--- src/design/sce_pkg.sv ---
// Shared types, constants, sine table, filter coefficients and saturation helpers.
package sce_pkg;

  localparam int DELAY_DEPTH = 4096;
  localparam int DELAY_AW    = $clog2(DELAY_DEPTH);
  localparam int DPOS_W      = DELAY_AW + 8;       // read position, Q.8 samples
  localparam int SAMPLE_W    = 24;
  localparam int SINE_N      = 1024;
  localparam int SINE_AW     = $clog2(SINE_N);
  localparam int PHASE_W     = 24;
  localparam int CFG_DW      = 23;
  localparam int CFG_IW      = 3;

  // register indexes
  localparam logic [CFG_IW-1:0] REG_LFO_STEP = 3'd0;
  localparam logic [CFG_IW-1:0] REG_DEPTH    = 3'd1;
  localparam logic [CFG_IW-1:0] REG_BASE     = 3'd2;
  localparam logic [CFG_IW-1:0] REG_FB_GAIN  = 3'd3;
  localparam logic [CFG_IW-1:0] REG_WARMTH   = 3'd4;
  localparam logic [CFG_IW-1:0] REG_WIDTH    = 3'd5;

  typedef struct packed {
    logic [22:0] lfo_step;
    logic [19:0] depth;
    logic [11:0] base;
    logic [14:0] fb_gain;
    logic [15:0] warmth;
    logic [15:0] width;
  } cfg_t;

  typedef struct packed {
    logic                start;
    logic                take;
    logic                clr_en;
    logic [DELAY_AW-1:0] clr_addr;
  } lane_ctl_t;

  typedef struct packed {
    logic idle;
    logic done;
  } lane_stat_t;

  typedef logic signed [SAMPLE_W-1:0] sine_tab_t [SINE_N];

  // Q23 sine, odd degree-9 polynomial on the quarter wave in Q30
  function automatic sine_tab_t build_sine();
    sine_tab_t tab;
    longint q4, quad, rm, t, t2, p, s;
    for (int k = 0; k < SINE_N; k++) begin
      q4   = 4 * longint'(k);
      quad = (q4 / SINE_N) % 4;
      rm   = q4 % SINE_N;
      t    = (rm <<< 30) / SINE_N;
      if (quad % 2 == 1) t = (longint'(1) <<< 30) - t;
      t2 = (t * t) >>> 30;
      p  = 172275;
      p  = -5026995 + ((p * t2) >>> 30);
      p  = 85569306 + ((p * t2) >>> 30);
      p  = -693598669 + ((p * t2) >>> 30);
      p  = 1686629713 + ((p * t2) >>> 30);
      s  = (((p * t) >>> 30) + 64) >>> 7;
      if (s > 8388607) s = 8388607;
      if (s < 0) s = 0;
      tab[k] = SAMPLE_W'((quad >= 2) ? -s : s);
    end
    return tab;
  endfunction

  localparam sine_tab_t SINE_TAB = build_sine();

  // Butterworth biquads for 48 kHz, Q30: b0 b1 b2 a1 a2
  localparam logic signed [31:0] LP_COEF [5] = '{
    32'sd166484772, 32'sd332969544, 32'sd166484772, -32'sd665939088, 32'sd258136346};
  localparam logic signed [31:0] HP_COEF [5] = '{
    32'sd1065820339, -32'sd2131640678, 32'sd1065820339, -32'sd2131582237,
    32'sd1057957295};

  localparam logic signed [35:0] SMAX = 36'((longint'(1) <<< (SAMPLE_W - 1)) - 1);
  localparam logic signed [35:0] SMIN = -SMAX - 36'sd1;

  function automatic logic signed [SAMPLE_W-1:0] sat_sample(input logic signed [35:0] v);
    if (v > SMAX) return SAMPLE_W'(SMAX);
    if (v < SMIN) return SAMPLE_W'(SMIN);
    return v[SAMPLE_W-1:0];
  endfunction

  function automatic logic signed [31:0] sat32(input logic signed [35:0] v);
    if (v > 36'sd2147483647) return 32'sh7FFFFFFF;
    if (v < -36'sd2147483648) return 32'sh80000000;
    return v[31:0];
  endfunction

endpackage

--- src/design/sce_merge.sv ---
// Merge stage: joins both lane results into one output beat register.
module sce_merge (
  input  logic                                clk,
  input  logic                                rst,
  input  sce_pkg::lane_stat_t                 l_stat,
  input  sce_pkg::lane_stat_t                 r_stat,
  input  logic signed [sce_pkg::SAMPLE_W-1:0] l_res,
  input  logic signed [sce_pkg::SAMPLE_W-1:0] r_res,
  input  logic                                out_ready,
  output logic                                out_valid,
  output logic signed [sce_pkg::SAMPLE_W-1:0] left_out,
  output logic signed [sce_pkg::SAMPLE_W-1:0] right_out,
  output logic                                take
);
  import sce_pkg::*;

  assign take = l_stat.done && r_stat.done && (!out_valid || out_ready);

  always_ff @(posedge clk) begin
    if (rst) begin
      out_valid <= 1'b0;
    end else if (take) begin
      out_valid <= 1'b1;
    end else if (out_ready) begin
      out_valid <= 1'b0;
    end
  end

  always_ff @(posedge clk) begin
    if (take) begin
      left_out  <= l_res;
      right_out <= r_res;
    end
  end

endmodule

--- config.mk ---
export PLATFORM = sky130hd
export DESIGN_NAME = sce_merge
export DESIGN_NICKNAME = d
export VERILOG_FILES = /design/src/design/sce_pkg.sv /design/src/design/sce_merge.sv
export SDC_FILE = /design/constraint.sdc
export NUM_CORES = 1
export LEC_CHECK = 0
export BUFFER_PORTS_ARGS = -buffer_cell sky130_fd_sc_hd__buf_2
export CAP_MARGIN = 10
export CORE_MARGIN = 10
export CORE_UTILIZATION = 43
export DETAILED_ROUTE_END_ITERATION = 8
export PLACE_DENSITY = 0.87
export SLEW_MARGIN = 10
export SYNTH_ARGS = -nofsm -noshare
export SYNTH_HDL_FRONTEND = slang
export SYNTH_SLANG_ARGS = --single-unit
--- constraint.sdc ---
create_clock -name clk -period 2.7 [get_ports clk]
set_clock_uncertainty 0.05 [all_clocks]
set_input_delay 0.27 -clock clk [delete_from_list [all_inputs] [get_ports clk]]
set_output_delay 0.27 -clock clk [all_outputs]
set_load 0.01 [all_outputs]
Yosys cells after proc, flatten, opt, wreduce, memory -nomap -nowiden
Cells that the tools add are included.
Widths: inputs -> output; s select.
{"block": "word_totals", "output_inout_bits": 50, "wordCells": 10, "register_bits": 49, "input_bits": 55}
{"block": "classes", "muxes": 2, "n_reduce_logical": 5}
{"operator": "$logic_and 1x1->1", "n": 2}
{"operator": "$mux 1", "n": 2}
{"operator": "$reduce_bool 2->1", "n": 1}
{"operator": "$logic_not 1->1", "n": 1}
{"operator": "$logic_or 1x1->1", "n": 1}

Logic depth before layout (Yosys ltp)
{"block": "depth", "word_depth": 4, "ltp_mapped": 2, "depth_no_buf": 2}

Least setup slack after synthesis
OpenSTA, ideal clock, no wires.
{"block": "synth_timing", "path_kind": "reg-to-reg", "startpoint": "register out_valid", "endpoint": "register left_out[0] in the netlist's numbering (enable)", "path_slack_ps": 1004, "arrival_time_ps": 1254, "t_required_ps": 2259, "period_less_slack_ps": 1696, "n_path_buf": 0, "setup_ps": 391, "path_stages_with_launch": 3, "path_cell_list": "dfxtp_1 nand2b_4 nor2b_4"}
{"block": "synth_between", "elab_chain_cells": 3}
{"item": "start, declared", "line_no": "sce_merge.sv:10", "text": "output logic out_valid,"}
{"item": "start signal, assigned", "line_no": "sce_merge.sv:21", "text": "out_valid <= 1'b0;"}
{"item": "start signal, assigned", "line_no": "sce_merge.sv:23", "text": "out_valid <= 1'b1;"}
{"item": "start signal, assigned", "line_no": "sce_merge.sv:25", "text": "out_valid <= 1'b0;"}
{"item": "$logic_not 1->1", "line_no": "sce_merge.sv:17", "text": "assign take = l_stat.done && r_stat.done && (!out_valid || out_ready);"}
{"item": "$logic_or 1x1->1", "line_no": "sce_merge.sv:17"}
{"item": "$logic_and 1x1->1", "line_no": "sce_merge.sv:17"}
{"item": "net take", "line_no": "sce_merge.sv:13", "text": "output logic take"}
{"item": "end signal, assigned", "line_no": "sce_merge.sv:31", "text": "left_out <= l_res;"}
{"item": "end, declared", "line_no": "sce_merge.sv:11", "text": "output logic signed [sce_pkg::SAMPLE_W-1:0] left_out,"}
The timed path passes the listed nets, and every way through them passes these cells.
A chain may end at the register's enable or synchronous reset.

Final worst setup path
{"block": "layout_timing", "startpoint": "register out_valid", "endpoint": "output port take"}
{"block": "layout_between", "elab_chain_cells": 3}
{"item": "$logic_not 1->1", "line_no": "sce_merge.sv:17"}
{"item": "$logic_or 1x1->1", "line_no": "sce_merge.sv:17"}
{"item": "$logic_and 1x1->1", "line_no": "sce_merge.sv:17"}
{"item": "end, declared", "line_no": "sce_merge.sv:13"}
No other way between the ends.

==> results_dict.tcl <==
set metrics [dict create \
    status "completed" \
    min_to "left_out[16]" \
    die_h_um 79.1 \
    ios 105 \
    antenna_left 0 \
    critical_path_class "reg2out" \
    dieArea_um2 6260 \
    worstHoldPathCells 1 \
    r2r-end "left_out[23]" \
    area_growth_syn_to_layout_pct 59.7 \
    viasPerCell 4.44 \
    slew_violations 0 \
    tns_ns 0 \
    synth_seq_cells 49 \
    cp.required_ns 2.38 \
    routedWlPerCell_um 20.0 \
    critPathLaunchType "flop" \
    finalHoldViolations 0 \
    start_util_pct 44.7 \
    rsz0062_at_grt "false" \
    drt-initial-drc-count 44 \
    postLayoutCoreUtil_pct 71.4 \
    hold_buffers 1 \
    synth_top_cell_by_area "edfxtp_1" \
    critPathTopFamily "simple AND/OR/NAND/NOR gates" \
    hold_start "l_res[16]" \
    gp_congestion 0.725 \
    worstPathMaxFanout 19 \
    period_share_pct 70.3 \
    cts_setup_buffers 0 \
    io_buffers 102 \
    synth_top_area_share_pct 95.8 \
    vdd.ir_drop.worst_v 0.000432 \
    htree_levels 2 \
    cpPeakStageDelay_ns 0.51 \
    min_path_type "in2reg" \
    avgSynthCellArea_um2 28.4 \
    via_count 1049 \
    root_buffer "clkbuf_4" \
    p_leak_uw 0.00103 \
    clkTransAtPathRegs_ns 0.13 \
    crit_slowest_cell "nor2b_4" \
    post-route-drc-count 0 \
    path_cells "nand2b_4, nor2b_4, buf_2" \
    rows 21 \
    ys_top_cells_by_area "edfxtp_1 96%, dfxtp_1 1.3%, nand2b_4 0.92%" \
    cap_violations 0 \
    numClockSinks 49 \
    fin_hold_ws_ns 0.0251 \
    layout_common_cells "102 x buf_2, 48 x edfxtp_1, 26 x dlygate4sd3_1, 5 x clkbuf_4, 2 x clkinv_1" \
    finalSetupViolations 0 \
    grt_pass1_vias 1102 \
    grt.total_usage_pct 12.5 \
    grt_pass1_wl_um 5630 \
    synthCells 53 \
    yosysSeqAreaShare_pct 97.2 \
    cts_buffers 5 \
    diodes 0 \
    worstSkewPairLatency_ns 0.36 \
    core_area_um2 3360 \
    powerDensity_nw_per_um2 555 \
    cp.arrival_ns 1.58 \
    slew_headroom_pct 61.8 \
    r2r-start "out_valid" \
    path_buf_inv 1 \
    fin_cells 236 \
    yosysUniqueCellTypes 6 \
    r2r_setup_slack_ns 1.11 \
    wl_um 4710 \
    crit_path_end_kind "primary output" \
    dpl.cell_count 202 \
    final_common_cell "buf_2" \
    fmax_mhz 527 \
    grt_start_max_net_pins 32 \
    synth_area_um2 1500 \
    grt-ovfl-total 0 \
    first_pass_iters 4 \
    drive_gt1_share_pct 59.5 \
    tightest_slew_ns 0.572 \
    cts_tree "done" \
    synth_warnings 0 \
    syn_nets 108 \
    die_w_um 79.1 \
    cts_buffer_depth 2 \
    period_minus_slack_ns 1.90 \
    reg2reg_depth 3 \
    antenna_found_initial 0 \
    final_nets 244 \
    power.total_uw 1330 \
    cts_resized 0 \
]
==> kinds of logic (layout without fill, tap and decap cells) <==
| kind of cell | after synthesis | count (layout) | synth area share, % |
|---|---|---|---|
| flip-flops | 49 | 49 | 97.2 |
| AO/OA/AOI/OAI | 1 | 1 | 0.582 |
| buffers and inverters | 0 | 137 | 0 |
| AND/OR/NAND/NOR | 3 | 3 | 2.25 |
==> synthesized netlist by cell type <==
master / n
nor2b_4: 1
a21oi_2: 1
edfxtp_1: 48
nand2_2: 1
nand2b_4: 1
dfxtp_1: 1
==> metal layers <==
| layer | track usage [%] | wire length, um |
|---|---|---|
| met1 | 9.33 | 1440 |
| met2 | 20.5 | 2460 |
| met3 | 12.0 | 761 |
| met4 | 6.63 | 47 |
| met5 | 0 | 0 |
==> area by class of cell <==
type                            instances  area [um^2]
Timing Repair Buffer                  129          791
Clock buffer                            5         37.5
Fill cell                             239          961
Tap cell                               46         57.6
Multi-Input combinational cell          4         42.5
Sequential cell                        49         1460
Clock inverter                          3         12.5
==> through the flow <==
stage / cell area [um^2] / setup slack (ns)
4_1_cts: 2150 / 0.815
3_5_place_dp: 2090 / 1.08
2_1_floorplan: 1500 / 1.00
3_3_place_gp: 2090 / 1.15
5_1_grt: 2400 / 0.689
6_report: 2400 / 0.803
==> where the power goes <==
group	total [uW]	leakage (uW)	internal (uW)	switching, uW
clock	309	0.0000300	94.5	215
combinational	142	0.000543	76.4	65.5
sequential	883	0.000457	873	9.64
total	1330	0.00103	1040	290
==> state kept, by name, indices dropped and copies added (netlist names) <==
signal     count
out_valid      1
left_out      24
right_out     24
==> how the worst max path moves through the flow <==
stage / depth (start not counted) / to / slack (ns) / startpoint
after floorplan: 2 / left_out[0] / 1.00 / out_valid
final: 3 / take / 0.80 / out_valid
after CTS: 3 / take / 0.81 / out_valid
after global routing: 3 / take / 0.69 / out_valid
after detailed placement: 4 / left_out[12] / 1.08 / out_ready
after global placement: 4 / left_out[2] / 1.15 / out_ready
Power figures use the tool's default switching activity.
